===== src/rtl/core/pfsra_pkg.sv =====
`timescale 1ns / 1ps

package pfsra_pkg;

  localparam int unsigned FRAME_W   = 16;
  localparam int unsigned DATA_W    = 14;
  localparam int unsigned CMD_W     = 2;
  localparam int unsigned STATUS_W  = 2;
  localparam int unsigned CFG_IDX_W = 2;

  // Frame layout: even parity in bit 15, read flag in bit 14.
  localparam int unsigned PARITY_POS = 15;
  localparam int unsigned READ_POS   = 14;

  typedef enum logic [CMD_W-1:0] {
    CMD_START_READ  = 2'd0,
    CMD_START_WRITE = 2'd1,
    CMD_FRAME_RX    = 2'd2,
    CMD_UNUSED      = 2'd3
  } cmd_t;

  typedef enum logic [STATUS_W-1:0] {
    ST_OK         = 2'd0,
    ST_DEV_ERROR  = 2'd1,
    ST_PARITY_ERR = 2'd2,
    ST_IGNORED    = 2'd3
  } status_t;

  typedef enum logic {
    KIND_TX   = 1'b0,
    KIND_DONE = 1'b1
  } kind_t;

  typedef enum logic [2:0] {
    PH_IDLE       = 3'd0,
    PH_CMD_SENT   = 3'd1,
    PH_DATA_SENT  = 3'd2,
    PH_REPLY_WAIT = 3'd3,
    PH_CLEAR_SENT = 3'd4
  } phase_t;

  typedef enum logic [CFG_IDX_W-1:0] {
    CFG_NOP_ADDR   = 2'd0,
    CFG_CLEAR_ADDR = 2'd1,
    CFG_ZERO_ERR   = 2'd2
  } cfg_idx_t;

  typedef struct packed {
    logic [DATA_W-1:0] nop_address;
    logic [DATA_W-1:0] clear_error_address;
    logic              zero_on_error;
  } cfg_t;

  typedef struct packed {
    phase_t            phase;
    logic              is_write;
    logic [DATA_W-1:0] pending_value;
    logic [DATA_W-1:0] captured_data;
  } eng_state_t;

  typedef struct packed {
    logic [CMD_W-1:0]   command;
    logic [DATA_W-1:0]  address;
    logic [DATA_W-1:0]  write_value;
    logic [FRAME_W-1:0] rx_frame;
  } item_t;

  typedef struct packed {
    kind_t              kind;
    logic [FRAME_W-1:0] tx_frame;
    logic [DATA_W-1:0]  reply_data;
    status_t            status;
  } result_t;

  // Builds a frame with the read flag and even parity over bits 14:0.
  function automatic logic [FRAME_W-1:0] make_frame(input logic read_flag,
                                                    input logic [DATA_W-1:0] payload);
    logic [FRAME_W-2:0] low;
    low = {read_flag, payload};
    return {^low, low};
  endfunction

endpackage


===== src/rtl/core/pfsra_step.sv =====
`timescale 1ns / 1ps

module pfsra_step
  import pfsra_pkg::*;
(
  input  eng_state_t cur,
  input  item_t      item,
  input  cfg_t       cfg,
  output eng_state_t nxt,
  output result_t    res
);

  logic ignored;
  logic rx_err;
  logic rx_par_bad;
  logic [DATA_W-1:0] done_data;

  // Starts are only taken while idle; frames only while busy.
  always_comb begin
    if (cur.phase == PH_IDLE) begin
      ignored = (item.command != CMD_START_READ) && (item.command != CMD_START_WRITE);
    end else begin
      ignored = (item.command != CMD_FRAME_RX);
    end
  end

  assign rx_err     = item.rx_frame[READ_POS];
  assign rx_par_bad = (^item.rx_frame[FRAME_W-2:0]) != item.rx_frame[PARITY_POS];

  // Next-state logic.
  always_comb begin
    nxt = cur;
    if (!ignored) begin
      unique case (cur.phase)
        PH_IDLE: begin
          nxt.phase         = PH_CMD_SENT;
          nxt.is_write      = (item.command == CMD_START_WRITE);
          nxt.pending_value = item.write_value;
        end
        PH_CMD_SENT: begin
          nxt.phase = cur.is_write ? PH_DATA_SENT : PH_REPLY_WAIT;
        end
        PH_DATA_SENT: begin
          nxt.phase = PH_REPLY_WAIT;
        end
        PH_REPLY_WAIT: begin
          nxt.captured_data = item.rx_frame[DATA_W-1:0];
          nxt.phase         = rx_err ? PH_CLEAR_SENT : PH_IDLE;
        end
        PH_CLEAR_SENT: begin
          nxt.phase = PH_IDLE;
        end
        default: begin
          nxt.phase = cur.phase;
        end
      endcase
    end
  end

  // Output logic.
  always_comb begin
    res            = '0;
    res.kind       = KIND_DONE;
    res.status     = ST_IGNORED;
    done_data      = '0;
    if (!ignored) begin
      unique case (cur.phase)
        PH_IDLE: begin
          res.kind     = KIND_TX;
          res.status   = ST_OK;
          res.tx_frame = make_frame(item.command == CMD_START_READ, item.address);
        end
        PH_CMD_SENT: begin
          res.kind     = KIND_TX;
          res.status   = ST_OK;
          res.tx_frame = make_frame(1'b0, cur.is_write ? cur.pending_value
                                                       : cfg.nop_address);
        end
        PH_DATA_SENT: begin
          res.kind     = KIND_TX;
          res.status   = ST_OK;
          res.tx_frame = make_frame(1'b0, cfg.nop_address);
        end
        PH_REPLY_WAIT: begin
          if (rx_err) begin
            res.kind     = KIND_TX;
            res.status   = ST_OK;
            res.tx_frame = make_frame(1'b1, cfg.clear_error_address);
          end else begin
            res.status = rx_par_bad ? ST_PARITY_ERR : ST_OK;
            done_data  = item.rx_frame[DATA_W-1:0];
          end
        end
        PH_CLEAR_SENT: begin
          res.status = ST_DEV_ERROR;
          done_data  = cur.captured_data;
        end
        default: begin
          res.status = ST_IGNORED;
        end
      endcase
    end
    if (res.kind == KIND_DONE) begin
      res.reply_data = (res.status != ST_OK && cfg.zero_on_error) ? '0 : done_data;
    end
  end

endmodule


===== src/rtl/core/parity_framed_spi_register_access.sv =====
`timescale 1ns / 1ps

// Master-side register access engine for a sensor that speaks 16-bit frames
// with even parity in bit 15 and a read flag in bit 14.
// The host issues a start read or start write on the input channel, then
// forwards every word received from the device as a frame-received item.
// Each input transfer yields exactly one output transfer: either the next
// frame to shift out (kind 0) or the end of the transaction (kind 1) with
// the reply data and a status of ok, device error, parity error or ignored.
// Both channels use valid and stall; a transfer happens on a clock edge
// with valid high and stall low. Configuration is a plain write port
// (cfg_we, cfg_index, cfg_wdata) and must only be written while idle.
// An input transfer passes through the input register and then the result
// register before its output is valid. The engine takes one item per cycle
// while the receiver does not stall; the only loop is the engine state
// register, updated in the same cycle that the result register loads.
// Reset (synchronous, active low) empties both registers, returns the
// engine to idle and loads the configuration defaults.
// When the receiver stalls, the result register holds its transfer, the
// input register fills behind it, and in_stall rises only when both are full.

module parity_framed_spi_register_access
  import pfsra_pkg::*;
(
  input  logic                 clk,
  input  logic                 rst_n,

  input  logic                 cfg_we,
  input  logic [CFG_IDX_W-1:0] cfg_index,
  input  logic [DATA_W-1:0]    cfg_wdata,

  input  logic                 in_valid,
  output logic                 in_stall,
  input  logic [CMD_W-1:0]     in_command,
  input  logic [DATA_W-1:0]    in_address,
  input  logic [DATA_W-1:0]    in_write_value,
  input  logic [FRAME_W-1:0]   in_rx_frame,

  output logic                 out_valid,
  input  logic                 out_stall,
  output logic                 out_kind,
  output logic [FRAME_W-1:0]   out_tx_frame,
  output logic [DATA_W-1:0]    out_reply_data,
  output logic [STATUS_W-1:0]  out_status
);

  cfg_t       cfg_r;
  eng_state_t state_r;
  eng_state_t state_nxt;
  item_t      item_r;
  logic       item_valid_r;
  result_t    res_r;
  result_t    res_nxt;
  logic       res_valid_r;
  logic       res_free;
  logic       advance;

  // The result register can load when empty or when its transfer completes.
  assign res_free = !res_valid_r || !out_stall;
  assign advance  = item_valid_r && res_free;
  assign in_stall = item_valid_r && !res_free;

  always_ff @(posedge clk) begin
    if (!rst_n) begin
      cfg_r.nop_address         <= '0;
      cfg_r.clear_error_address <= DATA_W'(1);
      cfg_r.zero_on_error       <= 1'b0;
    end else if (cfg_we) begin
      unique case (cfg_index)
        CFG_NOP_ADDR:   cfg_r.nop_address         <= cfg_wdata;
        CFG_CLEAR_ADDR: cfg_r.clear_error_address <= cfg_wdata;
        CFG_ZERO_ERR:   cfg_r.zero_on_error       <= cfg_wdata[0];
        default:        cfg_r                     <= cfg_r;
      endcase
    end
  end

  // Input register.
  always_ff @(posedge clk) begin
    if (!rst_n) begin
      item_valid_r <= 1'b0;
    end else if (!in_stall) begin
      item_valid_r <= in_valid;
    end
  end

  always_ff @(posedge clk) begin
    if (!in_stall && in_valid) begin
      item_r.command     <= in_command;
      item_r.address     <= in_address;
      item_r.write_value <= in_write_value;
      item_r.rx_frame    <= in_rx_frame;
    end
  end

  pfsra_step u_step (
    .cur  (state_r),
    .item (item_r),
    .cfg  (cfg_r),
    .nxt  (state_nxt),
    .res  (res_nxt)
  );

  // Engine state advances together with the result register.
  always_ff @(posedge clk) begin
    if (!rst_n) begin
      state_r <= '{phase: PH_IDLE, is_write: 1'b0, pending_value: '0, captured_data: '0};
    end else if (advance) begin
      state_r <= state_nxt;
    end
  end

  always_ff @(posedge clk) begin
    if (!rst_n) begin
      res_valid_r <= 1'b0;
    end else if (res_free) begin
      res_valid_r <= item_valid_r;
    end
  end

  always_ff @(posedge clk) begin
    if (advance) begin
      res_r <= res_nxt;
    end
  end

  assign out_valid      = res_valid_r;
  assign out_kind       = res_r.kind;
  assign out_tx_frame   = res_r.tx_frame;
  assign out_reply_data = res_r.reply_data;
  assign out_status     = res_r.status;

  // A finished transaction never carries a frame.
  a_done_no_frame: assert property (@(posedge clk) disable iff (!rst_n)
    res_valid_r && res_r.kind == KIND_DONE |-> res_r.tx_frame == '0)
    else $error("finished result carries a frame");

  // Every frame handed out has even parity.
  a_tx_parity: assert property (@(posedge clk) disable iff (!rst_n)
    res_valid_r && res_r.kind == KIND_TX |-> (^res_r.tx_frame) == 1'b0)
    else $error("transmit frame with bad parity");

  // An ignored item leaves the phase untouched.
  a_ignored_keeps_phase: assert property (@(posedge clk) disable iff (!rst_n)
    advance && res_nxt.status == ST_IGNORED && res_nxt.kind == KIND_DONE
      |=> state_r.phase == $past(state_r.phase))
    else $error("ignored item changed the phase");

  // A real completion returns the engine to idle.
  a_done_to_idle: assert property (@(posedge clk) disable iff (!rst_n)
    advance && res_nxt.kind == KIND_DONE && res_nxt.status != ST_IGNORED
      |=> state_r.phase == PH_IDLE)
    else $error("completion did not return to idle");

  // The engine state does not change while no item is held.
  a_result_with_item: assert property (@(posedge clk) disable iff (!rst_n)
    !item_valid_r |=> $stable(state_r))
    else $error("state changed without an item");

endmodule

===== config.mk =====
export PLATFORM = sky130hd
export DESIGN_NAME = parity_framed_spi_register_access
export DESIGN_NICKNAME = d
export VERILOG_FILES = /design/src/rtl/core/pfsra_pkg.sv /design/src/rtl/core/pfsra_step.sv /design/src/rtl/core/parity_framed_spi_register_access.sv
export SDC_FILE = /design/constraint.sdc
export NUM_CORES = 1
export LEC_CHECK = 0
export BUFFER_PORTS_ARGS = -buffer_cell sky130_fd_sc_hd__buf_2
export CAP_MARGIN = 20
export CORE_MARGIN = 4
export CORE_UTILIZATION = 35
export CTS_BUF_LIST = sky130_fd_sc_hd__clkbuf_16
export CTS_CLUSTER_SIZE = 24
export DETAILED_ROUTE_END_ITERATION = 12
export GPL_TIMING_DRIVEN = 0
export PLACE_DENSITY_LB_ADDON = 0.12
export SYNTH_ARGS = -nofsm -noshare
export SYNTH_HDL_FRONTEND = slang
export SYNTH_HIERARCHICAL = 1
export SYNTH_SLANG_ARGS = --single-unit

===== constraint.sdc =====
create_clock -name clk -period 4.15 [get_ports clk]
set_clock_uncertainty 0.2 [all_clocks]
set_input_delay 0.6225 -clock clk [delete_from_list [all_inputs] [get_ports clk]]
set_output_delay 0.6225 -clock clk [all_outputs]
set_load 0.02 [all_outputs]

==> results of run 1 <==
## layer usage
metal,up-vias,track usage,wire [um]
li1,2266,-,-
met1,2204,0.203,7480
met2,124,0.254,8030
met3,13,0.0411,880
met4,0,0.0470,176
met5,-,0,0
## layout by cell type, fill, tap and decap left out, types with 2 or more instances in the layout
cell	n
nand2_1	127
buf_2	109
edfxtp_1	79
dfxtp_1	63
mux2i_1	61
xnor2_1	55
mux2_2	29
a21oi_1	17
clkbuf_16	17
clkbuf_1	15
a222oi_1	14
a22oi_1	14
a211oi_2	10
nor2_1	7
buf_1	6
xor2_1	6
inv_1	5
clkinv_2	5
buf_4	4
xnor3_1	4
o21ai_0	4
a211oi_1	4
buf_6	3
clkinvlp_4	3
and3_1	2
buf_12	2
nand3b_1	2
nor2b_1	2
bufinv_16	2
clkinv_1	2
nor3_1	2
nor2_2	2
a31oi_1	2
## critical path: cells and delay by family, from the launching register on
family,cells,cell delay (ns)
AOI/OAI and AO/OA,2,0.72
and+or+nand+nor,1,0.71
DFF,1,0.35
buffers and inverters,2,0.57
## report_power, final
group          switching [mW]  leakage [nW]  internal, mW
registers              0.0456          1.28          1.55
logic                   0.222          1.46         0.190
clock network           0.583         0.276         0.869
## how the worst min path moves through the flow
stage	startpoint	endpoint	slack (ns)	depth (start not counted)
finish	in_address[4]	item_r[34]	0.17	1
global route	in_rx_frame[15]	item_r[15]	0.15	1
CTS	in_address[3]	item_r[33]	0.15	1
detailed placement	state_r[29]	state_r[29]	0.26	2
global placement	state_r[29]	state_r[29]	0.25	2
floorplan	state_r[29]	state_r[29]	0.24	2
## registers in the layout, indices dropped and copies added (netlist names)
register        flops
out_status          2
cfg_r              29
out_kind            1
out_reply_data     14
out_valid           1
out_tx_frame       16
state_r            32
item_r             46
item_valid_r        1
## cell type report
class                   count  share of cell area
flip-flops and latches    142               0.452
multi-input cells         382               0.350
repair buffers            101              0.0648
clock buffers              17              0.0529
well taps                 234              0.0364
plain buffers              38              0.0258
clock inverters            15              0.0164
inverters                   3             0.00140
## kinds of logic after synthesis
logic type      after synthesis  synth area share
compound gates               72            0.0874
buf+inv                      41            0.0329
flops                       142             0.546
simple gates                155            0.0994
mux                          90             0.141
xor+xnor                     65            0.0938
==> results_dict.tcl, run 1 <==
set metrics [dict create \
    outcome "finished clean" \
    grt_max_degree 43 \
    crit_type "reg2reg" \
    coreArea_sq_um 18700 \
    cts_inserted_buffers 17 \
    drv_slew 0 \
    max_stage_delay_ns 0.71 \
    dpl.hpwl_um 12000 \
    die_w_um 146 \
    place_inst 900 \
    dpl_cell_area_sq_um 7480 \
    yosys_most_used_dff "edfxtp_1" \
    ant_nets 0 \
    grt_remaining_overflow 0 \
    synth.area.top_cells "edfxtp_1 36%, dfxtp_1 19%, mux2i_1 9.2%" \
    drt_iter0_drc 287 \
    synthCells 565 \
    synth.most_common_cell "nand2_1" \
    endpoint "out_reply_data[4]" \
    grt_pass1_wl_um 25800 \
    cp_slowest_cell "nor3b_1" \
    synth_area_sq_um 6660 \
    crit_path_max_fanout 10 \
    tightest_slew_ns 0.853 \
    grt_pass1_vias 4628 \
    cts_setup_buffers 0 \
    gp_congestion 0.790 \
    syn_area_per_cell_sq_um 11.8 \
    synth_common_cells "127 x nand2_1, 79 x edfxtp_1, 63 x dfxtp_1, 61 x mux2i_1, 55 x xnor2_1" \
    ys_seq_elements 142 \
    wire_per_inst_um 17.8 \
    seq_area_frac_synth 0.546 \
    rsz0062_at_grt "no" \
    clk_latency_ns 0.42 \
    layout_setup_ws_ns 1.43 \
    postLayoutCoreUtil 0.430 \
    grt_usage 0.155 \
    period_share 0.655 \
    root_buffer "clkbuf_16" \
    cts_num_sinks 142 \
    p_total_mw 3.46 \
    r2r_slack_ns 1.43 \
    worstPathRequired_ns 4.20 \
    worstRegToRegCells 5 \
    vias 4607 \
    ys_async_sr_fraction 0 \
    design_area_sq_um 8040 \
    crit_chain "buf_2 -> nor3b_1 -> o21ai_0 -> clkbuf_1 -> a211oi_2" \
    fmax_ghz 0.368 \
    synth_area_leader_cell "edfxtp_1" \
    syn-num-nets 632 \
    holdWs_ns 0.174 \
    cts_resized 0 \
    fin_cells 932 \
    synth_edf_count 79 \
    hold_buffers 0 \
    die_h_um 146 \
    min_path_type "in2reg" \
    antenna_found_initial 0 \
    tns_ns 0 \
    rr_startpoint "state_r[30]" \
    finalNetCount 752 \
    seq_area_sq_um 3630 \
    first_pass_iters 8 \
    clockBufferDepth 2 \
    cp-start-kind "register" \
    nFillCells 1755 \
    multiInputGateArea_sq_um 2810 \
    worstReg2RegEnd "out_reply_data[4]" \
    power.leakage_nw 3.01 \
    netlist.area_leader.share 0.356 \
    drv_cap 0 \
    port_buffers 100 \
    peakVddDrop_uv 252 \
    wirelength_um 16600 \
    die_area_sq_um 21300 \
    drc 0 \
    htreeDepth 4 \
    startpoint "state_r[30]" \
    power.density_nw_per_um2 431 \
    vias_per_cell 4.94 \
    clk_pin_slew_ns 0.06 \
    hold_viol 0 \
    critPathArrivalTime_ns 2.77 \
    relSlewSlack 0.430 \
    layout-drive-gt1-share 0.275 \
    setup-violations-final 0 \
    synthToLayoutAreaGrowth_pct 20.7 \
    num_rows 50 \
    start_util 0.356 \
    cts_tree "yes" \
    pre_cts_ws_ns 1.48 \
    fin_crit_ns 2.72 \
    diodes 0 \
    ys_types 45 \
    ys.warnings.count 6 \
    ioPinCount 102 \
    end_kind "register" \
]
Power figures use the tool's default switching activity.
==> run 2: changes to the inputs <==
- ABC_AREA: not set -> 1
- clock period: 4.15 -> 2.6 ns (I/O delays scaled with it)
==> results_dict.tcl, run 2 <==
set metrics [dict create \
    outcome "finished clean" \
    max_stage_delay_ns 0.37 \
    port_buffers 100 \
    htreeDepth 4 \
    crit_chain "nor2_2 -> nand2_2 -> nor2_2 -> a21oi_2 -> nor2_2 -> buf_2 -> o21ai_0 -> nand3b_1 -> nand2_1 -> nor2_1" \
    synthCells 1129 \
    die_h_um 159 \
    power.density_nw_per_um2 626 \
    layout-drive-gt1-share 0.132 \
    cpMostUsedCell "nor2_2" \
    clockBufferDepth 2 \
    ys.warnings.count 6 \
    gp_congestion 0.846 \
    grt_pass1_vias 7146 \
    cts_resized 0 \
    setup-violations-final 0 \
    top_regs "item_r: 46 flops, state_r: 32 flops, cfg_r: 29 flops" \
    min_from "cfg_wdata[2]" \
    die_area_sq_um 25200 \
    syn_area_per_cell_sq_um 7.06 \
    cts_tree "yes" \
    grt_pass1_wl_um 37400 \
    final_cell_mix "465 x nand2_1, 130 x inv_1, 124 x buf_2, 96 x nor2_1, 79 x edfxtp_1" \
    min_path_type "in2reg" \
    ys_types 29 \
    final_common_cell "nand2_1" \
    tightest_slew_ns 0.974 \
    synth.most_common_cell "nand2_1" \
    wire_per_inst_um 14.9 \
    postLayoutCoreUtil 0.452 \
    seq_power_share 0.419 \
    peakVddDrop_uv 324 \
    ys_async_sr_fraction 0 \
    vias_per_cell 4.74 \
    fmax_ghz 0.411 \
    design_area_sq_um 9980 \
    hold_viol 0 \
    drv_slew 0 \
    intPower_mw 4.51 \
    die_w_um 159 \
    rsz0062_at_grt "yes" \
    synth_area_leader_cell "edfxtp_1" \
    cp_slowest_cell "dfxtp_1" \
    netlist.area_leader.share 0.298 \
    grt_usage 0.186 \
    dpl_cell_area_sq_um 8870 \
    coreArea_sq_um 22100 \
    ant_nets 0 \
    drv_cap 0 \
    startpoint "state_r[29]" \
    syn-num-nets 1196 \
    cts_num_sinks 142 \
    first_pass_iters 5 \
    synth_common_cells "465 x nand2_1, 127 x inv_1, 97 x nor2_1, 79 x edfxtp_1, 69 x a21oi_1" \
    drc 0 \
    p_sw_mw 1.74 \
    top_register "item_r" \
    critPathArrivalTime_ns 2.56 \
    end_kind "register" \
    root_buffer "clkbuf_16" \
    r2r_slack_ns 0.17 \
    dpl.hpwl_um 17800 \
    power.leakage_nw 4.65 \
    period_share 0.935 \
    crit_path_max_fanout 10 \
    seq_area_frac_synth 0.456 \
    diodes 0 \
    combPwrFrac 0.173 \
    wirelength_um 23700 \
    vias 7559 \
    largest_reg_flops 46 \
    synth_area_sq_um 7970 \
    num_rows 54 \
    synthToLayoutAreaGrowth_pct 25.3 \
    power_switching_share 0.279 \
    clk_latency_ns 0.43 \
    ioPinCount 102 \
    yosys_most_used_dff "edfxtp_1" \
    drt_iter0_drc 411 \
    antenna_found_initial 0 \
    grt_max_degree 31 \
    crit_type "reg2reg" \
    worstPathRequired_ns 2.73 \
    cts_inserted_buffers 17 \
    synth_edf_count 79 \
    rr_startpoint "state_r[29]" \
    grt_remaining_overflow 0 \
    synth.area.top_cells "edfxtp_1 30%, nand2_1 22%, dfxtp_1 16%" \
    fin_crit_ns 2.43 \
    relSlewSlack 0.346 \
    ys_seq_elements 142 \
    start_util 0.361 \
    finalNetCount 1368 \
    cp-start-kind "register" \
    clkPwrFrac 0.408 \
    clk_pin_slew_ns 0.06 \
]
-- run 2: cell type report --
class                   instances  area [sq um]
plain buffers                  49           267
clock buffers                  17           425
flip-flops and latches        142          3630
multi-input cells             809          3590
clock inverters                15           180
repair buffers                153          1050
fillers                      2279         12100
well taps                     280           350
inverters                     129           484
-- run 2: layer usage --
metal | global-route usage | vias to the layer above | wire (um)
met5 | 0 | - | 0
met4 | 0.0635 | 0 | 470
met3 | 0.0340 | 21 | 881
met2 | 0.321 | 156 | 11700
met1 | 0.235 | 3434 | 10700
li1 | - | 3948 | -
-- run 2: stage by stage --
| stage | hold WS [ns] | instances | TNS [ns] | worst slack, ns | power [mW] |
|---|---|---|---|---|---|
| 2_1_floorplan | 0.252 | 1129 | 0 | 0.264 | 3.36 |
| 3_5_place_dp | 0.275 | 1511 | 0 | 0.218 | 3.69 |
| 3_3_place_gp | 0.259 | 1509 | -43.28 | -0.623 | 3.67 |
| 6_report | 0.0120 | 1594 | 0 | 0.169 | 6.25 |
| 5_1_grt | 0.0190 | 1594 | -0.0267 | -0.0150 | 6.57 |
| 4_1_cts | 0.00255 | 1594 | 0 | 0.202 | 6.31 |
-- run 2: kinds of logic (layout without fill, tap and decap cells) --
logic type,count (synthesis),in the layout,synth area share
flip-flops,142,142,0.456
AND/OR/NAND/NOR,647,647,0.332
XOR/XNOR,13,13,0.0143
buffers and inverters,178,363,0.0942
AO/OA/AOI/OAI,149,149,0.104
-- run 2: power groups by stage --
stage,combinational (mW),sequential (mW),clock [mW]
after floorplan,0.690,2.67,0
after global placement,0.999,2.67,0
after detailed placement,1.02,2.67,0
after CTS,1.08,2.62,2.61
after global routing,1.23,2.64,2.70
final,1.08,2.62,2.55
-- run 2: critical path: cells and delay by family, from the launching register on --
family	cells	cell delay (ns)
compound gates	2	0.22
simple gates	7	1.23
buf+inv	1	0.31
flops	1	0.37
-- run 2: final timing paths --
kind                               endpoint  cells after the start
worst min-delay path               cfg_r[3]                      3
worst max register to register   state_r[3]                     10
worst min register to register  state_r[26]                      2
worst max-delay path             state_r[3]                     10
-- run 2: timing repair --
action / in CTS / in global routing
setup buffers: 0 / 0
endpoints found under the hold margin: 51 / 0
hold buffers: 51 / 0
endpoints found under the setup margin: 0 / 2
